$ cat src/rtl/xtea_pkg.sv
// ----------------------------------------------------------------------------
// xtea_pkg
// Shared constants, control word layout and the microprogram table for the
// xtea block cipher sequencer.
// ----------------------------------------------------------------------------
package xtea_pkg;

    localparam int WORD_W          = 32;
    localparam int KEY_WORDS       = 4;
    localparam int KEY_IDX_W       = 2;
    localparam int CYCLE_COUNT_DEF = 32;
    localparam int UPC_W           = 3;

    localparam logic [WORD_W-1:0] XT_DELTA = 32'h9e3779b9;

    // sequencing condition of a control word
    typedef enum logic [2:0] {
        COND_NEXT,
        COND_ACCEPT,
        COND_LOOP,
        COND_OUT_FREE,
        COND_JUMP
    } cond_t;

    typedef struct packed {
        logic             half_rnd;   // run the half-round unit
        logic             upd_v1;     // update v1 (key by sum[12:11]) else v0 (key by sum[1:0])
        logic             decrypt;    // subtract instead of add
        logic             sum_step;   // step sum by delta
        cond_t            cond;
        logic [UPC_W-1:0] target;
    } uword_t;

    // microprogram addresses
    localparam logic [UPC_W-1:0] UA_IDLE    = 3'd0;
    localparam logic [UPC_W-1:0] UA_ENC_A   = 3'd1;
    localparam logic [UPC_W-1:0] UA_ENC_B   = 3'd2;
    localparam logic [UPC_W-1:0] UA_ENC_OUT = 3'd3;
    localparam logic [UPC_W-1:0] UA_DEC_B   = 3'd4;
    localparam logic [UPC_W-1:0] UA_DEC_A   = 3'd5;
    localparam logic [UPC_W-1:0] UA_DEC_OUT = 3'd6;

    function automatic uword_t ucode_rom(input logic [UPC_W-1:0] addr);
        uword_t w;
        w        = '0;
        w.cond   = COND_JUMP;
        w.target = UA_IDLE;
        case (addr)
            UA_IDLE: begin
                w.cond = COND_ACCEPT;
            end
            UA_ENC_A: begin
                w.half_rnd = 1'b1;
                w.sum_step = 1'b1;
                w.cond     = COND_NEXT;
            end
            UA_ENC_B: begin
                w.half_rnd = 1'b1;
                w.upd_v1   = 1'b1;
                w.cond     = COND_LOOP;
                w.target   = UA_ENC_A;
            end
            UA_ENC_OUT: begin
                w.cond   = COND_OUT_FREE;
                w.target = UA_IDLE;
            end
            UA_DEC_B: begin
                w.half_rnd = 1'b1;
                w.upd_v1   = 1'b1;
                w.decrypt  = 1'b1;
                w.sum_step = 1'b1;
                w.cond     = COND_NEXT;
            end
            UA_DEC_A: begin
                w.half_rnd = 1'b1;
                w.decrypt  = 1'b1;
                w.cond     = COND_LOOP;
                w.target   = UA_DEC_B;
            end
            UA_DEC_OUT: begin
                w.cond   = COND_OUT_FREE;
                w.target = UA_IDLE;
            end
            default: begin
                w.cond   = COND_JUMP;
                w.target = UA_IDLE;
            end
        endcase
        return w;
    endfunction

endpackage

$ cat src/rtl/xtea_block_cipher_top.sv
// ----------------------------------------------------------------------------
// xtea_block_cipher_top
// XTEA encrypt/decrypt of one 64-bit block under a 128-bit key, run by a
// microcoded sequencer over a single shared half-round unit.
// ----------------------------------------------------------------------------
// a block is loaded on the wait step, then the one half-round unit does two
//   half-rounds per feistel cycle, then the output step moves it to the output
//   register once that is free; no new block is taken until the wait step is back
// a finished block waits in the output register while the next one is loaded
// reset: synchronous active-low aresetn clears the sequencer, output valid and key
//   words; the block is ready for input in the first cycle after reset
// ----------------------------------------------------------------------------
module xtea_block_cipher_top
    import xtea_pkg::*;
#(
    parameter int CYCLE_COUNT = CYCLE_COUNT_DEF
) (
    input  logic                 aclk,
    input  logic                 aresetn,

    // key configuration
    input  logic                 cfg_we,
    input  logic [KEY_IDX_W-1:0] cfg_addr,
    input  logic [WORD_W-1:0]    cfg_wdata,

    // input block
    input  logic                 s_tvalid,
    output logic                 s_tready,
    input  logic [2*WORD_W-1:0]  s_tdata,   // [31:0] block_first, [63:32] block_second
    input  logic                 s_tuser,   // [0] opcode (0 encrypt, 1 decrypt)

    // result block
    output logic                 m_tvalid,
    input  logic                 m_tready,
    output logic [2*WORD_W-1:0]  m_tdata    // [31:0] out_first, [63:32] out_second
);

    localparam int CNT_W = (CYCLE_COUNT > 1) ? $clog2(CYCLE_COUNT) : 1;
    localparam logic [CNT_W-1:0] CNT_LAST = CNT_W'(CYCLE_COUNT - 1);
    // starting sum for decryption: delta * cycle count, mod 2^32
    localparam logic [2*WORD_W-1:0] DEC_SUM_FULL = 64'(XT_DELTA) * 64'(CYCLE_COUNT);
    localparam logic [WORD_W-1:0]   DEC_SUM0     = DEC_SUM_FULL[WORD_W-1:0];

    // sequencer
    logic [UPC_W-1:0] upc_reg, upc_next;
    logic [CNT_W-1:0] cnt_reg, cnt_next;
    uword_t           uw;

    // datapath
    logic [WORD_W-1:0] v0_reg, v0_next;
    logic [WORD_W-1:0] v1_reg, v1_next;
    logic [WORD_W-1:0] sum_reg, sum_next;
    logic [WORD_W-1:0] key_reg [KEY_WORDS];

    // output stage
    logic                m_tvalid_reg, m_tvalid_next;
    logic [2*WORD_W-1:0] out_data_reg, out_data_next;

    // half-round unit
    logic [WORD_W-1:0]    hr_src, hr_dst, hr_mix, hr_rkey, hr_f, hr_res;
    logic [KEY_IDX_W-1:0] hr_kidx;

    logic out_free;

    // the current control word comes straight out of the program table
    assign uw = ucode_rom(upc_reg);

    // input is taken only while parked on the wait step
    assign s_tready = (uw.cond == COND_ACCEPT);
    assign out_free = !m_tvalid_reg || m_tready;

    assign m_tvalid = m_tvalid_reg;
    assign m_tdata  = out_data_reg;

    // one half-round: dst +/-= mix(other) ^ (sum + key[idx])
    always_comb begin
        hr_src  = uw.upd_v1 ? v0_reg : v1_reg;
        hr_dst  = uw.upd_v1 ? v1_reg : v0_reg;
        hr_kidx = uw.upd_v1 ? sum_reg[12:11] : sum_reg[1:0];
        hr_mix  = ((hr_src << 4) ^ (hr_src >> 5)) + hr_src;
        hr_rkey = sum_reg + key_reg[hr_kidx];
        hr_f    = hr_mix ^ hr_rkey;
        hr_res  = uw.decrypt ? (hr_dst - hr_f) : (hr_dst + hr_f);
    end

    // step counter and program counter
    always_comb begin
        upc_next = upc_reg;
        cnt_next = cnt_reg;
        case (uw.cond)
            COND_ACCEPT: begin
                if (s_tvalid) begin
                    cnt_next = '0;
                    upc_next = s_tuser ? UA_DEC_B : UA_ENC_A;
                end
            end
            COND_NEXT: begin
                upc_next = upc_reg + UPC_W'(1);
            end
            COND_LOOP: begin
                // fall through to the output step after the last cycle
                if (cnt_reg == CNT_LAST) begin
                    upc_next = upc_reg + UPC_W'(1);
                end else begin
                    cnt_next = cnt_reg + CNT_W'(1);
                    upc_next = uw.target;
                end
            end
            COND_OUT_FREE: begin
                if (out_free) begin
                    upc_next = uw.target;
                end
            end
            COND_JUMP: begin
                upc_next = uw.target;
            end
            default: begin
                upc_next = UA_IDLE;
            end
        endcase
    end

    // block words and running sum
    always_comb begin
        v0_next  = v0_reg;
        v1_next  = v1_reg;
        sum_next = sum_reg;
        if (uw.cond == COND_ACCEPT && s_tvalid) begin
            v0_next  = s_tdata[WORD_W-1:0];
            v1_next  = s_tdata[2*WORD_W-1:WORD_W];
            sum_next = s_tuser ? DEC_SUM0 : '0;
        end
        if (uw.half_rnd) begin
            if (uw.upd_v1) begin
                v1_next = hr_res;
            end else begin
                v0_next = hr_res;
            end
        end
        if (uw.sum_step) begin
            sum_next = uw.decrypt ? (sum_reg - XT_DELTA) : (sum_reg + XT_DELTA);
        end
    end

    // output register: loaded on the output step when free
    always_comb begin
        m_tvalid_next = m_tvalid_reg && !m_tready;
        out_data_next = out_data_reg;
        if (uw.cond == COND_OUT_FREE && out_free) begin
            m_tvalid_next = 1'b1;
            out_data_next = {v1_reg, v0_reg};
        end
    end

    always_ff @(posedge aclk) begin
        if (!aresetn) begin
            upc_reg      <= UA_IDLE;
            cnt_reg      <= '0;
            m_tvalid_reg <= 1'b0;
        end else begin
            upc_reg      <= upc_next;
            cnt_reg      <= cnt_next;
            m_tvalid_reg <= m_tvalid_next;
        end
    end

    always_ff @(posedge aclk) begin
        v0_reg       <= v0_next;
        v1_reg       <= v1_next;
        sum_reg      <= sum_next;
        out_data_reg <= out_data_next;
    end

    // key words, written any time, cleared by reset
    always_ff @(posedge aclk) begin
        if (!aresetn) begin
            for (int i = 0; i < KEY_WORDS; i++) begin
                key_reg[i] <= '0;
            end
        end else if (cfg_we) begin
            key_reg[cfg_addr] <= cfg_wdata;
        end
    end

endmodule

$ cat config.mk
export PLATFORM = sky130hd
export DESIGN_NAME = xtea_block_cipher_top
export DESIGN_NICKNAME = d
export VERILOG_FILES = /design/src/rtl/xtea_pkg.sv /design/src/rtl/xtea_block_cipher_top.sv
export SDC_FILE = /design/constraint.sdc
export NUM_CORES = 1
export LEC_CHECK = 0
export ABC_AREA = 1
export BUFFER_PORTS_ARGS = -buffer_cell sky130_fd_sc_hd__buf_2
export CORE_MARGIN = 3
export CORE_UTILIZATION = 60
export CTS_CLUSTER_SIZE = 24
export DETAILED_ROUTE_END_ITERATION = 6
export GPL_ROUTABILITY_DRIVEN = 1
export PLACE_DENSITY_LB_ADDON = 0.08
export RECOVER_POWER = 25
export SYNTH_ARGS = -nofsm -noshare
export SYNTH_HDL_FRONTEND = slang
export SYNTH_SLANG_ARGS = --single-unit
$ cat constraint.sdc
create_clock -name aclk -period 7.5 [get_ports aclk]
set_clock_uncertainty 0.2 [all_clocks]
set_input_delay 0.75 -clock aclk [delete_from_list [all_inputs] [get_ports aclk]]
set_output_delay 0.75 -clock aclk [all_outputs]
set_load 0.02 [all_outputs]
; ---- After elaboration in Yosys (flattened, before gate mapping)
; Memory sizes are Yosys's and may differ from the RTL's.
; Index checks and enable logic that the tools add are counted.
[totals]
out_inout_bits = 66
word_cells = 87
memories = 1
ff_bits = 169
mem_bits_rw = 128
input_bits = 104
[mem_list]
columns = memory, words, word_bits, rd, rd_clocked_by_memory_dff, write_ports, line
row1 = key_reg, 4, 32, 1, 0, 4, xtea_block_cipher_top.sv:53  ; logic [WORD_W-1:0] key_reg [KEY_WORDS];
[op_classes]
mux = 36
eq_ne = 14
n_bitwise = 2
addsub = 8
n_reduce_logical = 19
[ops]
columns = operator, n
row1 = $mux W32, 14
row2 = $add A32 B32 Y32, 3
row3 = $add A32 B32 Y32 const B, 1
row4 = $reduce_or A32 Y1, 1
row5 = $sub A32 B32 Y32, 1
row6 = $sub A32 B32 Y32 const B, 1
row7 = $xor A32 B27 Y32, 1
row8 = $xor A32 B32 Y32, 1
row9 = $pmux W3 S5, 1
row10 = $eq A3 B2 Y1 const B, 4
row11 = $eq A3 B3 Y1 const B, 4
row12 = $mux W3, 4
row13 = $pmux W3 S4, 1
row14 = $mux W1, 10
row15 = $mux W5, 2
row16 = $pmux W5 S2, 1
row17 = $reduce_or A2 Y1, 5
row18 = $eq A3 B1 Y1 const B, 2
row19 = $logic_not A3 Y1, 2
row20 = $ne A2 B2 Y1 const B, 3
row21 = $pmux W3 S2, 1
row22 = $add A5 B1 Y5 const B, 1
row23 = $eq A5 B5 Y1 const B, 1
row24 = $mux W2, 2
row25 = 8 further kinds, 12

; ---- Depth between registers and ports, before layout
[depth]
word_depth = 11
depth_mapped = 45
depth_no_buf = 43

; ---- Least setup slack after synthesis
; OpenSTA, ideal clock, no wires.
[synth_timing]
path_type = register -> register
startpoint = reg upc_reg[0]
endpoint = reg v0_reg[24]
path_buffers = 2
t_required_ns = 7.191
setup_time_ns = 0.109
stages_incl_launch_ff = 36
synth_period_minus_slack_ns = 5.622
path_slack_ns = 1.878
t_arrival_ns = 5.313
cell_sequence = dfxtp_1 -> inv_1 -> ha_1 -> nand2_2 -> nand2_4 -> o21ai_1 -> buf_2 -> clkbuf_1 -> nor2_1 -> o32ai_1 -> ha_1 -> nand3_1 -> nand2_2 -> or2_4 -> nand3_2 -> nand2_2 -> nor2_2 -> nand2_2 -> nor2_2 -> nand2_1 -> nor4_1 -> nor2_1 -> xnor2_1 -> ha_1 -> nand2_1 -> inv_1 -> a21oi_1 -> nand2_1 -> a21oi_1 -> o21ai_0 -> a31oi_1 -> inv_1 -> or2_2 -> a21oi_1 -> a31o_2 -> inv_1
[synth_between]
elab_chain_cells = 11
elab_cells_between_ends = 33
classes_between = add/sub: 4 / eq/ne: 7 / mux: 11 / bitwise: 2 / reduce/logical: 8 / memory: 1
[synth_lines]
columns = element, line
row1 = start: declaration, xtea_block_cipher_top.sv:45  ; logic [UPC_W-1:0] upc_reg, upc_next;
row2 = start signal: assignment, xtea_block_cipher_top.sv:161  ; upc_reg <= upc_next;
row3 = $eq A3 B3 Y1 or $eq A3 B2 Y1 (tied branches), xtea_pkg.sv:48  ; case (addr)
row4 = $reduce_or A2 Y1 (no line), n/a
row5 = $mux W1, xtea_pkg.sv:48
row6 = $mux W2 or $mux W32 (tied branches), "xtea_block_cipher_top.sv:79, xtea_block_cipher_top.sv:77"
row7 = $mem_v2 Z4 W32 or $xor A32 B27 Y32 (tied branches), n/a
row8 = "$add A32 B32 Y32, on equally long branches", "xtea_block_cipher_top.sv:81, xtea_block_cipher_top.sv:80"
row9 = $xor A32 B32 Y32, xtea_block_cipher_top.sv:82  ; hr_f = hr_mix ^ hr_rkey;
row10 = $add A32 B32 Y32 or $sub A32 B32 Y32 (tied branches), xtea_block_cipher_top.sv:83  ; hr_res = uw.decrypt ? (hr_dst - hr_f) : (hr_dst + hr_f);
row11 = $mux W32, xtea_block_cipher_top.sv:83
row12 = $mux W32, xtea_block_cipher_top.sv:134  ; if (uw.upd_v1) begin
row13 = $mux W32 *, xtea_block_cipher_top.sv:133  ; if (uw.half_rnd) begin
row14 = net v0_next[24], xtea_block_cipher_top.sv:50  ; logic [WORD_W-1:0] v0_reg, v0_next;
row15 = end signal: assignment, xtea_block_cipher_top.sv:168  ; v0_reg <= v0_next;
row16 = end: declaration, xtea_block_cipher_top.sv:50
; Mark *: on every way through the listed nets, which the timed path passes. The rest lies on a longest branch.
; A chain may end at the register's enable or synchronous reset.

; ---- Final worst setup path
[layout_timing]
startpoint = reg upc_reg[0]
endpoint = reg v0_reg[30]
; Same word-level chain as after synthesis.

==> flow_summary.toml <==
[clock_network]
insertion_delay_ns = 0.61
holdBufCountCts = 0
cts_tree = "done"
root_buffer = "clkbuf_16"
numCtsBuffers = 31
post_cts_buffers = 0
htree_levels = 1
clkTransAtPathRegs_ns = 0.06
post_cts_resized = 0
ctsLongestPathBuffers = 3
cts_num_sinks = 297

[drt]
drc = 0
vias = 21100
wl_per_cell_um = 17.4
first_pass_iters = 6
drtIter0Drc = 1517
vias_per_cell = 5.66
routed_wl_um = 64800
ant_nets = 0

[finish]
final_common_cell = "nand2_1"
layout.nets = 3479
final_cells = 3720
num_antenna_cells = 0
area_growth_pct = 10.7
largest_reg_flops = 128
layout-drive-gt1-share = 0.112
final_cell_mix = "nand2_1 (811), inv_1 (434), nor2_1 (349), edfxtp_1 (224), o21ai_0 (198)"

[yosys]
async_flop_share = 0
netlist_top_cells_area = "edfxtp_1 (30%), nand2_1 (14%), ha_1 (7.6%)"
synth_top_cell_by_area = "edfxtp_1"
ys.flop_type = "edfxtp_1"
syn-cell-area_mm2 = 0.0223
netlist_instances = 3085
synth.yosys.seq_area_share = 0.368
avgSynthCellArea_um2 = 7.22
syn_nets = 3329
synth_edf_count = 224
yosysTopAreaCellShare = 0.302
ys_warn_count = 0
ys_types = 60
synth-seq-cells = 297

[place]
hpwl_um = 50000
io_buffers = 169
dpl.cell_count = 3663
globalplace.congestion = 0.976

[run_status]
violations = "capacitance limit, slew limit"
status = "finished, violations left"

[min_path]
hp-class = "input port to flop"

[floorplan]
pin_count = 170
core.rowCount = 69
start_util = 0.617
dieHeight_um = 199
die_width_um = 199
die_area_mm2 = 0.0394
coreArea_mm2 = 0.0361

[timing]
finalSetupViolations = 0
max_slew_margin = -0.969
slew_violations = 100
worst_slew_pin_slew_ns = 2.95
finalCriticalPeriod_ns = 7.03
rsz0062_at_grt = "no"
fmaxAchievable_ghz = 0.142
setup_tns_ns = 0
fin_crit_sh = 0.938
finalHoldViolations = 0

[critical_path]
cp.required_ns = 7.78
slowest_delay_ns = 0.51
r2r_setup_slack_ns = 0.47
critPathLaunchType = "flop"
cp_max_fo = 42
cp_common_cell = "nand2_1"
cpMaxStageDelayCell = "o32ai_1"
critPathArrivalTime_ns = 7.31
crit_type = "flop to flop"
endpoint_kind = "flop"

[global_routing]
grt_usage = 0.320
antenna_found_initial = 0
grt_pass1_vias = 20200
grt_pass1_wl_um = 102000
overflow = 0
grt_max_degree = 69

[flow_run]
timing.max_cap.violations = 2
## layer usage
layer  vias up  routed length, µm  global-route usage
met5         -                  0                   0
met4         0               2720               0.125
met3       161               4220              0.0425
met2       861              31100               0.566
met1      9635              26800               0.399
li1      10400                  -                   -
## final timing paths
| check | endpoint | startpoint | cells after the start |
|---|---|---|---|
| worst max-delay path | v0_reg[30]$_DFF_P_ | upc_reg[0]$_SDFFE_PN0P_ | 35 |
| worst min-delay path | v0_reg[4]$_DFF_P_ | s_tdata[4] | 3 |
| worst max register to register | v0_reg[30]$_DFF_P_ | upc_reg[0]$_SDFFE_PN0P_ | 35 |
| worst min register to register | m_tdata[27]$_DFFE_PP_ | v0_reg[27]$_DFF_P_ | 0 |
## metrics by stage
step	setup WS (ns)	cell area, µm²	util	hold slack (ns)
after floorplan	1.88	22300	-	0.208
final	0.468	24600	0.683	0.222
after CTS	0.277	24600	0.683	0.195
after global routing	0.121	24600	0.683	0.222
after detailed placement	0.381	23600	0.655	0.214
after global placement	0.404	23600	0.655	0.213
## worst max-delay path: cells and delay by family (launching register included)
family,cells,cell delay [ns]
and+or+nand+nor,23,3.29
xor gates and xnor gates,2,0.38
DFF,1,0.39
buffers and inverters,3,0.46
adders and majority gates,3,0.93
AOI/OAI and AO/OA,4,1.23
## cell usage after synthesis (all sizes together), types with 3 or more instances
cell	number
nand2	855
inv	443
nor2	374
edfxtp	224
o21ai	222
a21oi	190
ha	136
nand3	127
xor2	74
dfxtp	73
clkbuf	69
nor3	58
xnor2	43
o32ai	31
nand4	21
a31oi	15
nand3b	15
buf	14
a21o	13
o211ai	10
mux2i	9
a31o	8
or2	8
nor4	7
o21bai	7
a21boi	6
o21a	6
fa	4
a22oi	3
and3	3
## area by class of cell
type,instances,area (µm²)
multi-input combinational,2260,12100
fill,2970,11400
sequential,297,8190
inverter,445,1670
timing repair buffer,200,1100
clock buffer,35,791
tap,461,577
clock inverter,22,209
## logic make-up (layout without fill, tap and decap cells)
group,Yosys count,after routing,synth area share
simple gates,1471,1471,0.278
buf+inv,528,702,0.0902
compound gates,523,523,0.133
flops,297,297,0.368
fa+ha+maj,140,140,0.0800
xor+xnor,117,117,0.0467
mux,9,9,0.00405
Power is left out: the tool's default activity adds up to more than one toggle a clock period on the data nets, which glitch-free logic cannot reach.
